<file path="src/rtl/core/b64c_pkg.sv">
// Shared types, codes and alphabet functions of the Base64 codec.
package b64c_pkg;

   // Number of result words one input word can cause at most.
   localparam int unsigned MaxWords = 4;
   localparam int unsigned CountWidth = $clog2(MaxWords + 1);

   // Characters with a special meaning in the alphabet.
   localparam logic [7:0] CharPad   = 8'h3d;  // '='
   localparam logic [7:0] CharPlus  = 8'h2b;  // '+'
   localparam logic [7:0] CharSlash = 8'h2f;  // '/'
   localparam logic [7:0] CharUpA   = 8'h41;  // 'A'
   localparam logic [7:0] CharUpZ   = 8'h5a;  // 'Z'
   localparam logic [7:0] CharLoA   = 8'h61;  // 'a'
   localparam logic [7:0] CharLoZ   = 8'h7a;  // 'z'
   localparam logic [7:0] CharZero  = 8'h30;  // '0'
   localparam logic [7:0] CharNine  = 8'h39;  // '9'

   // Sextet values where the alphabet changes range.
   localparam logic [5:0] ValLoStart    = 6'd26;
   localparam logic [5:0] ValDigitStart = 6'd52;
   localparam logic [5:0] ValPlus       = 6'd62;
   localparam logic [5:0] ValSlash      = 6'd63;

   // Direction register values.
   localparam logic DirEncode = 1'b0;
   localparam logic DirDecode = 1'b1;

   // Result status codes.
   typedef enum logic [1:0] {
      ST_OK         = 2'd0,
      ST_BAD_CHAR   = 2'd1,
      ST_BAD_LENGTH = 2'd2,
      ST_BAD_PAD    = 2'd3
   } status_type;

   // Stream state carried from one input word to the next.
   typedef struct packed {
      logic [1:0]  group_position;
      logic [17:0] bit_holder;
      logic [1:0]  pad_count;
      logic        discarding;
   } state_type;

   // One result word.
   typedef struct packed {
      logic [7:0] out_byte;
      logic       out_last;
      status_type status;
   } word_type;

   // All result words caused by one input word; word 0 goes out first.
   typedef struct packed {
      word_type [MaxWords-1:0]  words;
      logic [CountWidth-1:0]    count;
   } batch_type;

   // Decoded value of one alphabet character.
   typedef struct packed {
      logic       ok;
      logic [5:0] value;
   } sextet_type;

   // Alphabet character for a six-bit value.
   function automatic logic [7:0] b64_char(input logic [5:0] v);
      logic [7:0] ext;
      ext = {2'b00, v};
      if (v < ValLoStart) begin
         return CharUpA + ext;
      end else if (v < ValDigitStart) begin
         return CharLoA + ext - {2'b00, ValLoStart};
      end else if (v < ValPlus) begin
         return CharZero + ext - {2'b00, ValDigitStart};
      end else if (v == ValPlus) begin
         return CharPlus;
      end else begin
         return CharSlash;
      end
   endfunction

   // Six-bit value of an alphabet character, with a flag for membership.
   function automatic sextet_type b64_value(input logic [7:0] ch);
      sextet_type r;
      r.ok = 1'b1;
      r.value = '0;
      if (ch >= CharUpA && ch <= CharUpZ) begin
         r.value = 6'(ch - CharUpA);
      end else if (ch >= CharLoA && ch <= CharLoZ) begin
         r.value = 6'(ch - CharLoA + {2'b00, ValLoStart});
      end else if (ch >= CharZero && ch <= CharNine) begin
         r.value = 6'(ch - CharZero + {2'b00, ValDigitStart});
      end else if (ch == CharPlus) begin
         r.value = ValPlus;
      end else if (ch == CharSlash) begin
         r.value = ValSlash;
      end else begin
         r.ok = 1'b0;
      end
      return r;
   endfunction

endpackage

</file>
<file path="src/rtl/core/b64c_if.sv">
// Valid/ready channel interfaces for the input and result words of the codec.

interface b64c_req_if;
   logic       valid;
   logic       ready;
   logic [7:0] in_byte;
   logic       in_last;

   modport source (output valid, output in_byte, output in_last, input ready);
   modport sink   (input valid, input in_byte, input in_last, output ready);
endinterface

interface b64c_rsp_if;
   logic       valid;
   logic       ready;
   logic [7:0] out_byte;
   logic       out_last;
   logic [1:0] status;

   modport source (output valid, output out_byte, output out_last, output status,
                   input ready);
   modport sink   (input valid, input out_byte, input out_last, input status,
                   output ready);
endinterface

</file>
<file path="src/rtl/core/base64_codec_unit.sv">
// Top level of the Base64 codec: input register, step logic and result buffer.
//
//   channel   direction  payload                       handshake
//   req_if    in         in_byte[7:0], in_last         valid / ready
//   rsp_if    out        out_byte[7:0], out_last,      valid / ready
//                        status[1:0]
//   csr_*     in         csr_wdata (direction)         csr_we, no wait
//
// Each accepted word is worked by the combinational step between the input register and
// the result buffer; its results reach rsp_if once the buffer has loaded them.
// The buffer sends one result word per cycle while rsp_if is ready, so an encoded
// group of three bytes gives four words, a decoded group of four characters up to three.
// Reset clears the direction (encode) and all stream state. A stalled
// result side holds the buffer and the input register, then the input side.
module base64_codec_unit (
   input  logic         clock,
   input  logic         reset,
   b64c_req_if.sink     req_if,
   b64c_rsp_if.source   rsp_if,
   input  logic         csr_we,
   input  logic         csr_wdata
);
   import b64c_pkg::*;

   logic       dir_ff;
   logic       in_valid_ff;
   logic       in_valid_in;
   logic [7:0] in_byte_ff;
   logic       in_last_ff;
   state_type  state_ff;
   state_type  state_in;
   batch_type  batch;
   logic       buf_free;
   logic       consume;
   logic       load;
   logic       accept;

   // Step logic on the registered input word.
   b64c_step u_step (
      .dir      (dir_ff),
      .state    (state_ff),
      .in_byte  (in_byte_ff),
      .in_last  (in_last_ff),
      .state_in (state_in),
      .batch    (batch)
   );

   // Result buffer toward the result channel.
   b64c_out_buf u_out_buf (
      .clock  (clock),
      .reset  (reset),
      .load   (load),
      .batch  (batch),
      .free   (buf_free),
      .rsp_if (rsp_if)
   );

   // A held word retires when its results fit into the buffer.
   assign consume = in_valid_ff && ((batch.count == '0) || buf_free);
   assign load = consume && (batch.count != '0);
   assign req_if.ready = !in_valid_ff || consume;
   assign accept = req_if.valid && req_if.ready;
   assign in_valid_in = accept || (in_valid_ff && !consume);

   // Control registers: direction, input valid and stream state.
   always_ff @(posedge clock) begin
      if (reset) begin
         dir_ff <= DirEncode;
         in_valid_ff <= 1'b0;
         state_ff <= '0;
      end else begin
         in_valid_ff <= in_valid_in;
         if (csr_we) begin
            dir_ff <= csr_wdata;
            state_ff <= '0;
         end else if (consume) begin
            state_ff <= state_in;
         end
      end
   end

   // Input payload register.
   always_ff @(posedge clock) begin
      if (accept) begin
         in_byte_ff <= req_if.in_byte;
         in_last_ff <= req_if.in_last;
      end
   end

`ifndef ASSERT_OFF
   // A batch only enters a buffer that is empty or about to be.
   a_load_free: assert property (@(posedge clock) disable iff (reset)
      load |-> buf_free)
      else $error("result batch loaded over pending words");

   // The end of a message leaves no stream state behind.
   a_last_clears: assert property (@(posedge clock) disable iff (reset)
      (consume && in_last_ff && !csr_we) |=> (state_ff == '0))
      else $error("stream state left after end of message");

   // Encoding never reports an error.
   a_enc_ok: assert property (@(posedge clock) disable iff (reset)
      (rsp_if.valid && dir_ff == DirEncode) |-> (rsp_if.status == ST_OK))
      else $error("error status while encoding");

   // A word waiting in the input register with a full buffer stays put.
   a_hold_input: assert property (@(posedge clock) disable iff (reset)
      (in_valid_ff && !consume) |=> (in_valid_ff && $stable(in_byte_ff)))
      else $error("input word lost while stalled");
`endif

endmodule

</file>
<file path="src/rtl/core/b64c_step.sv">
// Combinational encode and decode step: one input word against the stream state.
module b64c_step (
   input  logic                 dir,
   input  b64c_pkg::state_type  state,
   input  logic [7:0]           in_byte,
   input  logic                 in_last,
   output b64c_pkg::state_type  state_in,
   output b64c_pkg::batch_type  batch
);
   import b64c_pkg::*;

   // Encoder operands.
   logic [7:0]  enc_a;
   logic [7:0]  enc_c;
   logic [7:0]  enc_d;
   logic [7:0]  enc_ch2;
   logic [7:0]  enc_ch3;

   // Decoder operands.
   sextet_type  dec_sx;
   logic        dec_is_pad;
   logic [5:0]  dec_v;
   logic [1:0]  dec_pad_next;
   logic [23:0] dec_w;
   logic        dec_err;
   status_type  dec_code;

   // Pick the bytes of the group that the encoder works on.
   always_comb begin
      enc_a = in_byte;
      enc_c = '0;
      enc_d = '0;
      case (state.group_position)
         2'd0: begin
            enc_a = in_byte;
         end
         2'd1: begin
            enc_a = state.bit_holder[7:0];
            enc_c = in_byte;
         end
         default: begin
            enc_a = state.bit_holder[15:8];
            enc_c = state.bit_holder[7:0];
            enc_d = in_byte;
         end
      endcase
      enc_ch2 = (state.group_position == 2'd0) ? CharPad :
                b64_char({enc_c[3:0], enc_d[7:6]});
      enc_ch3 = (state.group_position >= 2'd2) ? b64_char(enc_d[5:0]) : CharPad;
   end

   // Classify the decoder character and find the first error that applies.
   always_comb begin
      dec_sx = b64_value(in_byte);
      dec_is_pad = (in_byte == CharPad);
      dec_v = dec_is_pad ? 6'd0 : dec_sx.value;
      dec_pad_next = state.pad_count + {1'b0, dec_is_pad};
      dec_w = {state.bit_holder, dec_v};
      dec_err = 1'b1;
      if (state.pad_count != 2'd0 && state.group_position == 2'd0) begin
         dec_code = ST_BAD_PAD;
      end else if (dec_is_pad && state.group_position < 2'd2) begin
         dec_code = ST_BAD_PAD;
      end else if (!dec_is_pad && !dec_sx.ok) begin
         dec_code = ST_BAD_CHAR;
      end else if (!dec_is_pad && state.pad_count != 2'd0) begin
         dec_code = ST_BAD_PAD;
      end else if (state.group_position < 2'd3 && in_last) begin
         dec_code = ST_BAD_LENGTH;
      end else begin
         dec_code = ST_OK;
         dec_err = 1'b0;
      end
   end

   // Next state and result words.
   always_comb begin
      state_in = state;
      batch = '0;
      if (dir == DirEncode) begin
         if (!in_last && state.group_position < 2'd2) begin
            // Gather one more byte of the group.
            state_in.bit_holder = {2'b00, state.bit_holder[7:0], in_byte};
            state_in.group_position = state.group_position + 2'd1;
         end else begin
            // Full group, or a short group flushed at the end of the message.
            batch.words[0] = '{b64_char(enc_a[7:2]), 1'b0, ST_OK};
            batch.words[1] = '{b64_char({enc_a[1:0], enc_c[7:4]}), 1'b0, ST_OK};
            batch.words[2] = '{enc_ch2, 1'b0, ST_OK};
            batch.words[3] = '{enc_ch3, in_last, ST_OK};
            batch.count = CountWidth'(MaxWords);
            state_in = '0;
         end
      end else if (state.discarding) begin
         // Drop words until the end of the message.
         if (in_last) begin
            state_in = '0;
         end
      end else if (dec_err) begin
         batch.words[0] = '{8'd0, in_last, dec_code};
         batch.count = CountWidth'(1);
         state_in = '0;
         state_in.discarding = !in_last;
      end else if (state.group_position < 2'd3) begin
         state_in.bit_holder = {state.bit_holder[11:0], dec_v};
         state_in.group_position = state.group_position + 2'd1;
         state_in.pad_count = dec_pad_next;
      end else begin
         // Fourth character: emit three bytes less the padding.
         batch.words[0] = '{dec_w[23:16], in_last && dec_pad_next == 2'd2, ST_OK};
         batch.words[1] = '{dec_w[15:8], in_last && dec_pad_next == 2'd1, ST_OK};
         batch.words[2] = '{dec_w[7:0], in_last, ST_OK};
         batch.count = CountWidth'(2'd3 - dec_pad_next);
         state_in.group_position = 2'd0;
         state_in.bit_holder = '0;
         state_in.pad_count = in_last ? 2'd0 : dec_pad_next;
         state_in.discarding = 1'b0;
      end
   end

endmodule

</file>
<file path="src/rtl/core/b64c_out_buf.sv">
// Result buffer: holds the words of one input word and sends them one per cycle while rsp_if is ready.
module b64c_out_buf (
   input  logic                clock,
   input  logic                reset,
   input  logic                load,
   input  b64c_pkg::batch_type batch,
   output logic                free,
   b64c_rsp_if.source          rsp_if
);
   import b64c_pkg::*;

   word_type [MaxWords-1:0] words_ff;
   word_type [MaxWords-1:0] words_in;
   logic [CountWidth-1:0]   rem_ff;
   logic [CountWidth-1:0]   rem_in;
   logic                    take;

   // A new batch may enter once the last held word leaves.
   assign take = rsp_if.valid && rsp_if.ready;
   assign free = (rem_ff == '0) || (rem_ff == CountWidth'(1) && rsp_if.ready);

   // Load a batch or shift the next word to the front.
   always_comb begin
      words_in = words_ff;
      rem_in = rem_ff;
      if (load) begin
         words_in = batch.words;
         rem_in = batch.count;
      end else if (take) begin
         for (int i = 0; i < MaxWords - 1; i++) begin
            words_in[i] = words_ff[i+1];
         end
         rem_in = rem_ff - CountWidth'(1);
      end
   end

   always_ff @(posedge clock) begin
      if (reset) begin
         rem_ff <= '0;
      end else begin
         rem_ff <= rem_in;
      end
   end

   always_ff @(posedge clock) begin
      words_ff <= words_in;
   end

   // Front word drives the channel.
   assign rsp_if.valid = (rem_ff != '0);
   assign rsp_if.out_byte = words_ff[0].out_byte;
   assign rsp_if.out_last = words_ff[0].out_last;
   assign rsp_if.status = words_ff[0].status;

endmodule

</file>
<file path="src/flat_wrapper.sv">
// flat-port wrapper written by rule: the top's interface ports become plain ports
module base64_codec_unit_flat import b64c_pkg::*;
  (clock, reset, csr_we, csr_wdata, req_if_valid, req_if_in_byte, req_if_in_last, req_if_ready, rsp_if_valid, rsp_if_out_byte, rsp_if_out_last, rsp_if_status, rsp_if_ready);
  b64c_req_if req_if_i ();
  b64c_rsp_if rsp_if_i ();
  input  logic clock;
  input  logic reset;
  input  logic csr_we;
  input  logic csr_wdata;
  input wire logic [$bits(req_if_i.valid)-1:0] req_if_valid;
  input wire logic [$bits(req_if_i.in_byte)-1:0] req_if_in_byte;
  input wire logic [$bits(req_if_i.in_last)-1:0] req_if_in_last;
  output wire logic [$bits(req_if_i.ready)-1:0] req_if_ready;
  output wire logic [$bits(rsp_if_i.valid)-1:0] rsp_if_valid;
  output wire logic [$bits(rsp_if_i.out_byte)-1:0] rsp_if_out_byte;
  output wire logic [$bits(rsp_if_i.out_last)-1:0] rsp_if_out_last;
  output wire logic [$bits(rsp_if_i.status)-1:0] rsp_if_status;
  input wire logic [$bits(rsp_if_i.ready)-1:0] rsp_if_ready;
  assign req_if_i.valid = req_if_valid;
  assign req_if_i.in_byte = req_if_in_byte;
  assign req_if_i.in_last = req_if_in_last;
  assign req_if_ready = req_if_i.ready;
  assign rsp_if_valid = rsp_if_i.valid;
  assign rsp_if_out_byte = rsp_if_i.out_byte;
  assign rsp_if_out_last = rsp_if_i.out_last;
  assign rsp_if_status = rsp_if_i.status;
  assign rsp_if_i.ready = rsp_if_ready;
  base64_codec_unit u_core (.clock(clock), .reset(reset), .req_if(req_if_i), .rsp_if(rsp_if_i), .csr_we(csr_we), .csr_wdata(csr_wdata));
endmodule
</file>
<file path="config.mk">
export PLATFORM = sky130hd
export DESIGN_NAME = base64_codec_unit_flat
export DESIGN_NICKNAME = d
export VERILOG_FILES = /design/src/rtl/core/b64c_pkg.sv /design/src/rtl/core/b64c_if.sv /design/src/rtl/core/base64_codec_unit.sv /design/src/rtl/core/b64c_step.sv /design/src/rtl/core/b64c_out_buf.sv /design/src/flat_wrapper.sv
export SDC_FILE = /design/constraint.sdc
export NUM_CORES = 1
export LEC_CHECK = 0
export BUFFER_PORTS_ARGS = -buffer_cell sky130_fd_sc_hd__buf_2
export CAP_MARGIN = 20
export CORE_MARGIN = 3
export CORE_UTILIZATION = 30
export CTS_BUF_LIST = sky130_fd_sc_hd__clkbuf_16
export DETAILED_ROUTE_END_ITERATION = 8
export PLACE_DENSITY = 0.45
export SLEW_MARGIN = 20
export SYNTH_ARGS = -nofsm -noshare
export SYNTH_HDL_FRONTEND = slang
export SYNTH_SLANG_ARGS = --single-unit
</file>
<file path="constraint.sdc">
create_clock -name clock -period 6.6 [get_ports clock]
set_input_delay 0.99 -clock clock [delete_from_list [all_inputs] [get_ports clock]]
set_output_delay 0.99 -clock clock [all_outputs]
set_load 0.02 [all_outputs]
</file>
==> results of run 1 <==
[metrics by stage]
step                area [µm²]  utilization  power, mW  hold WS, ns  worst slack [ns]
floorplan                 6132            -      1.115       0.4500             3.080
global placement          6347       0.3209      1.251       0.4756             2.352
detailed placement        6347       0.3209      1.257       0.4753             2.198
CTS                       6641       0.3357      1.762       0.4845             2.136
global route              6648       0.3361      1.843       0.4985             1.870
finish                    6648       0.3361      1.750       0.4885             2.120
[state kept, by name, summed over array words and instances, names as in the netlist]
| name | cells |
|---|---|
| u_core.dir_ff | 1 |
| u_core.in_valid_ff | 1 |
| u_core.in_byte_ff | 8 |
| u_core.u_out_buf.rsp_if.status | 2 |
| u_core.in_last_ff | 1 |
| u_core.u_out_buf.rsp_if.out_byte | 8 |
| u_core.u_out_buf.rsp_if.out_last | 1 |
| u_core.u_out_buf.rem_ff | 3 |
| u_core.state_ff | 23 |
| u_core.u_out_buf.words_ff | 27 |
[power by group]
part | internal (mW) | switching, mW | leakage, nW | total (mW)
clock network | 0.292 | 0.205 | 0.147 | 0.497
registers | 0.637 | 0.0644 | 0.673 | 0.702
logic | 0.178 | 0.374 | 1.72 | 0.551
[how the worst min path moves through the flow]
stage | end | startpoint | cells after the start | slack, ns
finish | u_core.state_ff[20]$_SDFFE_PP0P_ | u_core.state_ff[20]$_SDFFE_PP0P_ | 2 | 0.49
global route | u_core.state_ff[20]$_SDFFE_PP0P_ | u_core.state_ff[20]$_SDFFE_PP0P_ | 2 | 0.50
CTS | u_core.state_ff[20]$_SDFFE_PP0P_ | u_core.state_ff[20]$_SDFFE_PP0P_ | 2 | 0.48
detailed placement | u_core.state_ff[20]$_SDFFE_PP0P_ | u_core.state_ff[20]$_SDFFE_PP0P_ | 2 | 0.48
global placement | u_core.state_ff[19]$_SDFFE_PP0P_ | u_core.state_ff[19]$_SDFFE_PP0P_ | 2 | 0.48
floorplan | u_core.state_ff[19]$_SDFFE_PP0P_ | u_core.state_ff[19]$_SDFFE_PP0P_ | 2 | 0.45
[logic make-up after synthesis]
family | count (synthesis) | share of synthesized area
adder cells (fa/ha/maj) | 37 | 0.07549
flip-flops | 75 | 0.3216
multiplexers | 6 | 0.01102
AO/OA/AOI/OAI | 275 | 0.3038
AND/OR/NAND/NOR | 231 | 0.1924
buffers and inverters | 96 | 0.07856
XOR/XNOR | 12 | 0.01714
[final cells by class]
class,instances,area (µm²),area share
Multi-Input combinational cell,561,3690,0.5551
Sequential cell,75,1972,0.2966
Tap cell,265,331.6,0.04988
Clock buffer,9,225.2,0.03388
Timing Repair Buffer,36,202.7,0.03049
Inverter,42,157.7,0.02372
Clock inverter,7,68.82,0.01035
[cell usage in the layout, fill, tap and decap left out, types with 5 or more instances in the layout]
cell type,instances
a21oi_1,72
nand2_1,65
nor2_1,51
o21ai_0,48
edfxtp_1,47
inv_1,39
ha_1,37
dfxtp_1,28
buf_2,27
nor3_1,19
nand2b_1,17
nand3_1,15
a31oi_1,14
o211ai_1,13
a211oi_1,12
a22oi_1,12
xnor2_1,9
nand4_1,9
a22o_1,9
clkbuf_16,9
buf_4,9
and2_1,8
nor2b_1,8
a21o_1,8
o21ai_1,7
o31ai_1,7
or3_1,7
o21a_1,6
a21oi_2,5
nor3b_1,5
nor4_1,5
o22ai_1,5
and3_1,5
a32oi_1,5
[worst max-delay path, stage by stage, from the launching register on]
cell	delay, ns
edfxtp_1	0.71
inv_1	0.29
ha_1	0.35
a21oi_2	0.25
o31ai_2	0.12
a211oi_2	0.60
o2111ai_4	0.25
and2_1	0.28
nand2_1	0.12
buf_2	0.17
[per-layer routing]
layer | up-vias | share of wire | GRT usage | wire (µm)
li1 | 2716 | - | - | -
met1 | 2679 | 0.46 | 0.2376 | 9083
met2 | 188 | 0.46 | 0.2763 | 8999
met3 | 32 | 0.054 | 0.03403 | 1059
met4 | 0 | 0.024 | 0.05950 | 461
met5 | - | 0 | 0 | 0
==> impl_metrics.csv, run 1 <==
group,metric,value,unit
setup_path,reg2reg_to,"u_core.u_out_buf.words_ff[30]$_DFFE_PP_",
power,power.density,263.3,nW/µm²
logic_synthesis,synthArstFlopShare,0,
setup_path,critPathCaptureType,"primary output",
logic_synthesis,yosys.area.top_type,"edfxtp_1",
clock_tree,clock-root-buffer,"clkbuf_16",
sta,hold_viol,0,
setup_path,start_kind,"register",
routing,drt_iter0_markers,498,
placement,dp_cells,979,
setup_path,startpoint,"u_core.in_byte_ff[2]$_DFFE_PP_",
die,fp.coreArea,19780,µm²
die,die-area,22190,µm²
placement,gp_congestion,0.8547,
clock_tree,cts_max_path_buffers,2,
clock_tree,htreeDepth,3,
power,p_leak,2.538,nW
routing,via_per_inst,5.643,
die,start_util,0.3100,
sta,rsz0062_at_grt,"no",
sta,finalCritPeriodShare,0.6788,
routing,wl,19600,µm
clock_tree,numCtsBuffers,9,
placement,dp_hpwl,13840,µm
routing,wire_per_inst,19.70,µm
sta,setup_viol,0,
logic_synthesis,syn_nets,784,
logic_synthesis,yosysMostFrequentCell,"a21oi_1",
routing,vias,5615,
routing,drt_first_pass_iters,6,
sta,maxSlewViolCount,0,
global_route,grt_pass1_vias,5284,
clock_tree,cts_hold_buf,0,
global_route,grt_max_degree,41,
setup_path,worstPathArrival,3.49,ns
sta,clock_skew,0.007797,ns
layout,drive_gt1_frac,0.1110,
die,dieWidth,149.0,µm
die,rows,51,
global_route,track_usage,0.1741,
setup_path,critPathMaxFanout,15,
layout,fin_cells,995,
hold_path,min_path_type,"reg -> reg",
sta,tns,0,ns
logic_synthesis,avgSynthCellArea,8.377,µm²
clock_tree,post_cts_buffers,0,
setup_path,cp.required,5.61,ns
logic_synthesis,yosysTopAreaCellShare,0.2302,
flow_run,cap_viol_max_count,0,
logic_synthesis,syn_inst,732,
clock_tree,clk_pin_slew,0.06,ns
routing,drc,0,
layout,antenna_cells,0,
logic_synthesis,synth.distinct_cells,79,
layout,fin_nets,777,
logic_synthesis,yosysWarnings,0,
clock_tree,post_cts_resized,0,
clock_tree,cts_tree,"done",
sta,min_period,4.480,ns
clock_tree,clock_sinks,75,
die,fp.dieH,149.0,µm
logic_synthesis,syn_area,6132,µm²
die,pin_count,28,
setup_path,worstSetupPathType,"reg -> out",
sta,max_slew_margin,0.2943,
sta,fmax,223.2,MHz
setup_path,endpoint,"req_if_ready",
logic_synthesis,synth_seq_cells,75,
layout,syn_to_final_growth,8.407,%
setup_path,rrSetupSlack,2.12,ns
setup_path,rr_startpoint,"u_core.in_byte_ff[1]$_DFFE_PP_",
run_status,outcome,"finished clean",
power,vdd_ir_drop_max,0.0001372,V
global_route,grt_remaining_overflow,0,
setup_path,worstRegToRegCells,11,
logic_synthesis,synth_edf_count,47,
clock_tree,clk_latency,0.35,ns
logic_synthesis,seq_area_frac_synth,0.3216,
logic_synthesis,synthFlopType,"edfxtp_1",
routing,drtAntennaViolNets,0,
layout,nFillCells,2104,
placement,io_buffers,27,
logic_synthesis,ys_top_cells_by_area,"edfxtp_1 23%, dfxtp_1 9.1%, ha_1 7.5%, a21oi_1 5.9%, nand2_1 4.0%",
logic_synthesis,synth_commonest_cells,"72 x a21oi_1, 65 x nand2_1, 51 x nor2_1, 48 x o21ai_0, 47 x edfxtp_1",
global_route,grt_pass1_wl,30220,µm
global_route,antenna_found_initial,0,
sta,worstMarginPinSlew,1.059,ns
(Power assumes the default switching activity.)
==> run 2: changes to the inputs <==
--- a/config.mk
+++ b/config.mk
@@ -5,6 +5,7 @@
 export SDC_FILE = /design/constraint.sdc
 export NUM_CORES = 1
 export LEC_CHECK = 0
+export ABC_AREA = 1
 export BUFFER_PORTS_ARGS = -buffer_cell sky130_fd_sc_hd__buf_2
 export CAP_MARGIN = 20
 export CORE_MARGIN = 3
==> constraint.sdc (replaced) <==
create_clock -name clock -period 4.4 [get_ports clock]
set_input_delay 0.66 -clock clock [delete_from_list [all_inputs] [get_ports clock]]
set_output_delay 0.66 -clock clock [all_outputs]
set_load 0.02 [all_outputs]
==> run 2 against run 1 <==
  * Final cell count rose by 18%
  * Clock skew fell by 0.0023 ns
  * Utilization rose by 0.75 points
  * First-iteration DRC count fell by 16%
  * Via count rose by 4.9%
  * Worst hold slack got worse by 0.0029 ns
  * Critical path depth rose by 5
  * Total power rose by 71%
  * Largest power group is now combinational cells
==> impl_metrics.csv, run 2 <==
group,metric,value,unit
global_route,track_usage,0.1735,
layout,multi_input_area,3492,µm²
setup_path,worstSetupPathType,"reg -> out",
logic_synthesis,synth_commonest_cells,"221 x nand2_1, 110 x inv_1, 109 x nor2_1, 63 x nand3_1",
sta,clock_skew,0.005520,ns
clock_tree,numCtsBuffers,9,
power,vdd_ir_drop_max,0.0002137,V
routing,drt_iter0_markers,417,
setup_path,start_kind,"register",
setup_path,worstPathArrival,3.04,ns
layout,nFillCells,2190,
sta,rsz0062_at_grt,"no",
logic_synthesis,synth_edf_count,47,
layout,largest_register,"u_core.u_out_buf.words_ff",
logic_synthesis,ys_top_cells_by_area,"edfxtp_1 23%, nand2_1 13%, dfxtp_1 9.1%, ha_1 7.5%, inv_1 6.7%",
sta,finalCritPeriodShare,0.8405,
global_route,grt_pass1_vias,5617,
layout,register_area,1972,µm²
logic_synthesis,syn_nets,940,
routing,via_per_inst,5.014,
clock_tree,clk_pin_slew,0.07,ns
die,start_util,0.3108,
setup_path,critPathMaxFanout,9,
logic_synthesis,yosysWarnings,0,
placement,io_buffers,27,
setup_path,cp.required,3.74,ns
sta,setup_viol,0,
sta,tns,0,ns
clock_tree,clock_sinks,75,
logic_synthesis,syn_area,6148,µm²
global_route,grt_remaining_overflow,0,
logic_synthesis,avgSynthCellArea,6.924,µm²
die,fp.coreArea,19780,µm²
power,seqPwrFrac,0.357,
clock_tree,post_cts_resized,0,
power,power.density,441.2,nW/µm²
sta,max_slew_margin,0.4975,
setup_path,critPathCaptureType,"primary output",
power,p_leak,3.022,nW
run_status,outcome,"finished clean",
sta,min_period,3.698,ns
logic_synthesis,yosys.area.top_type,"edfxtp_1",
flow_run,cap_viol_max_count,0,
routing,drc,0,
logic_synthesis,yosysMostFrequentCell,"nand2_1",
sta,hold_viol,0,
die,pin_count,28,
die,rows,51,
clock_tree,cts_tree,"done",
power,sw_frac_of_total,0.4139,
sta,worstMarginPinSlew,0.7529,ns
layout,final_common_cell,"nand2_1",
layout,reg.largest.list,"u_core.u_out_buf.words_ff (27), u_core.state_ff (23)",
logic_synthesis,synthArstFlopShare,0,
layout,largest_reg_flops,27,
layout,drive_gt1_frac,0.1044,
sta,maxSlewViolCount,0,
power,switching_power,1.241,mW
clock_tree,cts_hold_buf,0,
logic_synthesis,synth.distinct_cells,48,
layout,layout_common_cells,"221 x nand2_1, 110 x inv_1, 109 x nor2_1",
clock_tree,clock-root-buffer,"clkbuf_16",
logic_synthesis,syn_inst,888,
layout,antenna_cells,0,
routing,vias,5891,
logic_synthesis,synth_seq_cells,75,
power,pwr-share-comb,0.396,
die,dieWidth,149.2,µm
placement,dp_hpwl,14410,µm
routing,drt_first_pass_iters,5,
die,fp.dieH,149.2,µm
routing,wl,18970,µm
sta,fmax,270.4,MHz
clock_tree,post_cts_buffers,0,
routing,drtAntennaViolNets,0,
placement,dp_cells,1159,
clock_tree,htreeDepth,3,
logic_synthesis,yosysTopAreaCellShare,0.2295,
global_route,antenna_found_initial,1,
global_route,grt_max_degree,41,
layout,fin_cells,1175,
logic_synthesis,seq_area_frac_synth,0.3207,
layout,fin_nets,957,
power,pwr-share-clk,0.247,
die,die-area,22250,µm²
layout,syn_to_final_growth,10.54,%
placement,gp_congestion,0.8778,
power,p_int,1.757,mW
routing,wire_per_inst,16.14,µm
hold_path,min_path_type,"in -> reg",
clock_tree,cts_max_path_buffers,2,
clock_tree,clk_latency,0.35,ns
global_route,grt_pass1_wl,30460,µm
logic_synthesis,synthFlopType,"edfxtp_1",
run 2: cell types whose count changed after synthesis, moves of 11 or more:
cell | before | now
nor2_1 | 51 | 109
nand3_1 | 15 | 63
nand2b_1 | 17 | 0
a211oi_1 | 12 | 0
xor2_1 | 3 | 14
inv_1 | 38 | 110
a22oi_1 | 12 | 1
o22ai_1 | 5 | 27
a21oi_1 | 72 | 37
nand2_1 | 65 | 221
run 2: power groups by stage:
stage | sequential (mW) | combinational [mW] | clock (mW)
after floorplan | 1.06 | 0.917 | 0
after global routing | 1.09 | 1.35 | 0.783
after global placement | 1.09 | 1.20 | 0
final | 1.07 | 1.19 | 0.740
after CTS | 1.07 | 1.20 | 0.764
after detailed placement | 1.09 | 1.19 | 0
run 2: through the flow:
step | setup slack (ns) | hold slack, ns | utilization | instance area [µm²] | power [mW]
finish | 0.7018 | 0.4856 | 0.3436 | 6797 | 2.998
global route | 0.3617 | 0.4788 | 0.3436 | 6797 | 3.220
CTS | 0.6399 | 0.4729 | 0.3436 | 6797 | 3.031
detailed placement | 0.8703 | 0.4997 | 0.3287 | 6501 | 2.278
global placement | 0.8237 | 0.5027 | 0.3287 | 6501 | 2.288
floorplan | 1.115 | 0.4877 | - | 6148 | 1.981
run 2: metal layers:
layer | GRT usage | vias to the layer above | routed length (µm)
li1 | - | 2954 | -
met1 | 0.2350 | 2757 | 8869
met2 | 0.2901 | 149 | 8995
met3 | 0.02431 | 31 | 748
met4 | 0.04760 | 0 | 352
met5 | 0 | - | 0
run 2: path summary, 6_finish.rpt:
check	start	end	slack [ns]	depth (start not counted)
setup / recovery	u_core.in_byte_ff[1]$_DFFE_PP_	req_if_ready	0.70	14
hold / removal	req_if_in_byte[3]	u_core.in_byte_ff[3]$_DFFE_PP_	0.49	1
setup reg to reg	u_core.in_byte_ff[2]$_DFFE_PP_	u_core.state_ff[21]$_SDFFE_PP0P_	0.86	19
hold reg to reg	u_core.state_ff[20]$_SDFFE_PP0P_	u_core.state_ff[20]$_SDFFE_PP0P_	0.51	4
run 2: cell type report:
| cell class | instances | area share |
|---|---|---|
| inverter | 120 | 0.06627 |
| clock buffer | 9 | 0.03314 |
| sequential | 75 | 0.2901 |
| clock inverter | 7 | 0.01031 |
| timing repair buffer | 43 | 0.03756 |
| multi-input combinational | 656 | 0.5138 |
| tap | 265 | 0.04878 |
run 2: critical path: stages (launching register included):
cell	delay (ns)
edfxtp_1	0.57
inv_2	0.19
ha_1	0.29
nand3_4	0.18
inv_1	0.10
ha_1	0.21
xnor2_1	0.22
inv_1	0.10
nor3_1	0.20
nand3_1	0.10
nand2_1	0.08
inv_2	0.04
nand2_4	0.08
nand3_1	0.13
buf_2	0.20
run 2: kinds of logic (layout without fill, tap and decap cells):
logic type	Yosys count	in the layout	share of synthesized area
and+or+nand+nor	440	440	0.3083
DFF	75	75	0.3207
buffers and inverters	157	179	0.1113
xor gates and xnor gates	22	22	0.03134
AOI/OAI and AO/OA	157	157	0.1530
adders and majority gates	37	37	0.07529
==> run 3: changes to the inputs <==
--- a/config.mk
+++ b/config.mk
@@ -12,7 +12,7 @@
 export CORE_UTILIZATION = 30
 export CTS_BUF_LIST = sky130_fd_sc_hd__clkbuf_16
 export DETAILED_ROUTE_END_ITERATION = 8
-export PLACE_DENSITY = 0.45
+export PLACE_DENSITY = 0.46
 export SLEW_MARGIN = 20
 export SYNTH_ARGS = -nofsm -noshare
 export SYNTH_HDL_FRONTEND = slang
==> constraint.sdc (replaced) <==
create_clock -name clock -period 3 [get_ports clock]
set_input_delay 0.45 -clock clock [delete_from_list [all_inputs] [get_ports clock]]
set_output_delay 0.45 -clock clock [all_outputs]
set_load 0.02 [all_outputs]
==> run 3 against run 2 <==
  * Combinational power up 60%
  * Register-to-register slack got worse by 0.65 ns
  * Worst hold slack got worse by 0.20 ns
  * Worst setup slack got worse by 0.57 ns
  * Clock skew is essentially flat
  * Cell area increased by 8.1%
  * Global-route usage hardly changed
  * Sequential power grew 45%
  * Critical path depth down 2
  * Final cell count up 3.9%
  * Largest power group unchanged
==> impl_metrics.csv, run 3 (synthesized netlist as in run 2, its figures left out) <==
group,metric,value,unit
clock_tree,clock_sinks,75,
placement,dp_cells,1195,
global_route,grt_pass1_wl,30390,µm
layout,layout_common_cells,"216 x nand2_1, 107 x nor2_1, 103 x inv_1",
placement,dp_hpwl,14790,µm
placement,dpl_cell_area,6817,µm²
power,fin_total_pwr,4.500,mW
layout,drive_gt1_frac,0.1862,
power,vdd_ir_drop_max,0.0002752,V
clock_tree,cts_tree,"done",
setup_path,worstRegToRegCells,18,
layout,final_common_cell,"nand2_1",
layout,multi_input_area,3638,µm²
die,fp.coreArea,19780,µm²
die,dieWidth,149.2,µm
power,seqPwrFrac,0.344,
routing,drtAntennaViolNets,0,
clock_tree,clock-root-buffer,"clkbuf_16",
routing,drc,0,
routing,drt_iter0_markers,432,
placement,dpl_worst_slack,0.06147,ns
global_route,grt_max_degree,35,
power,power.density,612.4,nW/µm²
clock_tree,htreeDepth,3,
hold_path,min_path_type,"in -> reg",
layout,reg.largest.list,"u_core.u_out_buf.words_ff (27), u_core.state_ff (23)",
clock_tree,numCtsBuffers,9,
sta,setup_slack,0.1331,ns
power,sw_frac_of_total,0.4077,
sta,finalCritPeriodShare,0.9556,
setup_path,critPathCaptureType,"primary output",
power,pwr-share-clk,0.234,
global_route,track_usage,0.1736,
layout,fin_nets,1003,
sta,hold_slack,0.2832,ns
sta,min_period,2.867,ns
global_route,grt_pass1_vias,5617,
setup_path,critPathMaxFanout,6,
die,fp.dieH,149.2,µm
setup_path,max_stage_delay,0.40,ns
setup_path,worstPathArrival,2.42,ns
layout,register_area,1972,µm²
setup_path,start_kind,"register",
sta,hold_viol,0,
layout,fin_cells,1221,
die,pin_count,28,
hold_path,hold_depth,1,
power,switching_power,1.835,mW
sta,maxSlewViolCount,0,
global_route,antenna_found_initial,0,
routing,vias,5903,
global_route,grt_remaining_overflow,0,
power,p_leak,3.262,nW
sta,worstMarginPinSlew,0.7126,ns
sta,fmax,348.8,MHz
layout,finish.utilization,0.3715,
clock_tree,clk_pin_slew,0.06,ns
setup_path,worstSetupPathType,"reg -> out",
run_status,outcome,"finished clean",
clock_tree,cts_max_path_buffers,2,
clock_tree,clk_latency,0.34,ns
flow_run,cap_viol_max_count,0,
power,pwr-share-comb,0.422,
setup_path,cp.required,2.55,ns
routing,wire_per_inst,15.68,µm
routing,via_per_inst,4.835,
placement,io_buffers,27,
sta,max_slew_margin,0.5209,
setup_path,cp_slowest_cell,"edfxtp_1",
placement,gp_congestion,0.9138,
power,p_int,2.665,mW
sta,setup_viol,0,
die,start_util,0.3108,
layout,final_area,7348,µm²
sta,tns,0,ns
routing,wl,19150,µm
die,rows,51,
layout,largest_reg_flops,27,
layout,nFillCells,2151,
layout,syn_to_final_growth,19.52,%
die,die-area,22250,µm²
routing,drt_first_pass_iters,5,
layout,antenna_cells,0,
setup_path,crit_chain,"buf_4, ha_2, or2_2, nand2_1, nand2_2, nor2_2, nand3_4, nand3_2, nand2_2, nand2_4, nand3_2, buf_4",
sta,clock_skew,0.005864,ns
layout,largest_register,"u_core.u_out_buf.words_ff",
-- run 3: power groups by stage --
stage               sequential [mW]  clock, mW  combinational [mW]
finish                         1.55       1.05                1.90
global route                   1.57       1.13                2.14
CTS                            1.55       1.09                1.85
detailed placement             1.57          0                1.83
global placement               1.57          0                1.86
floorplan                      1.56          0                1.35
-- run 3: worst max-delay path: cells and delay by family (launching register included) --
family	cells	cell delay, ns
adders and majority gates	1	0.21
buffers and inverters	2	0.37
DFF	1	0.40
and+or+nand+nor	9	1.10
-- run 3: final cells by class --
class | instances | share of cell area
inverters | 120 | 0.06283
clock buffers | 9 | 0.03065
multi-input cells | 656 | 0.4951
repair buffers | 89 | 0.08990
flip-flops and latches | 75 | 0.2683
clock inverters | 7 | 0.008003
well taps | 265 | 0.04512
-- run 3: routing by layer --
layer  GRT usage  routed length (µm)
met4     0.04531                 394
met3     0.03069                 623
met5           0                   0
met2      0.2863                8995
met1      0.2356                9132
-- run 3: timing repair --
item                                   4_1_cts  5_1_grt
setup endpoints to repair                    1       51
endpoints found under the hold margin        0        0
buffers inserted                             0       10
gates resized for setup                      6       42
hold buffers                                 0        0
pin swaps                                    1        3
-- run 3: worst paths after layout --
check	slack, ns	start	end
max	0.13	u_core.in_byte_ff[3]$_DFFE_PP_	req_if_ready
min	0.28	req_if_in_last	u_core.in_last_ff$_DFFE_PP_
min reg2reg	0.51	u_core.state_ff[20]$_SDFFE_PP0P_	u_core.state_ff[20]$_SDFFE_PP0P_
max reg2reg	0.21	u_core.state_ff[21]$_SDFFE_PP0P_	u_core.u_out_buf.rsp_if.out_byte[2]$_DFFE_PP_
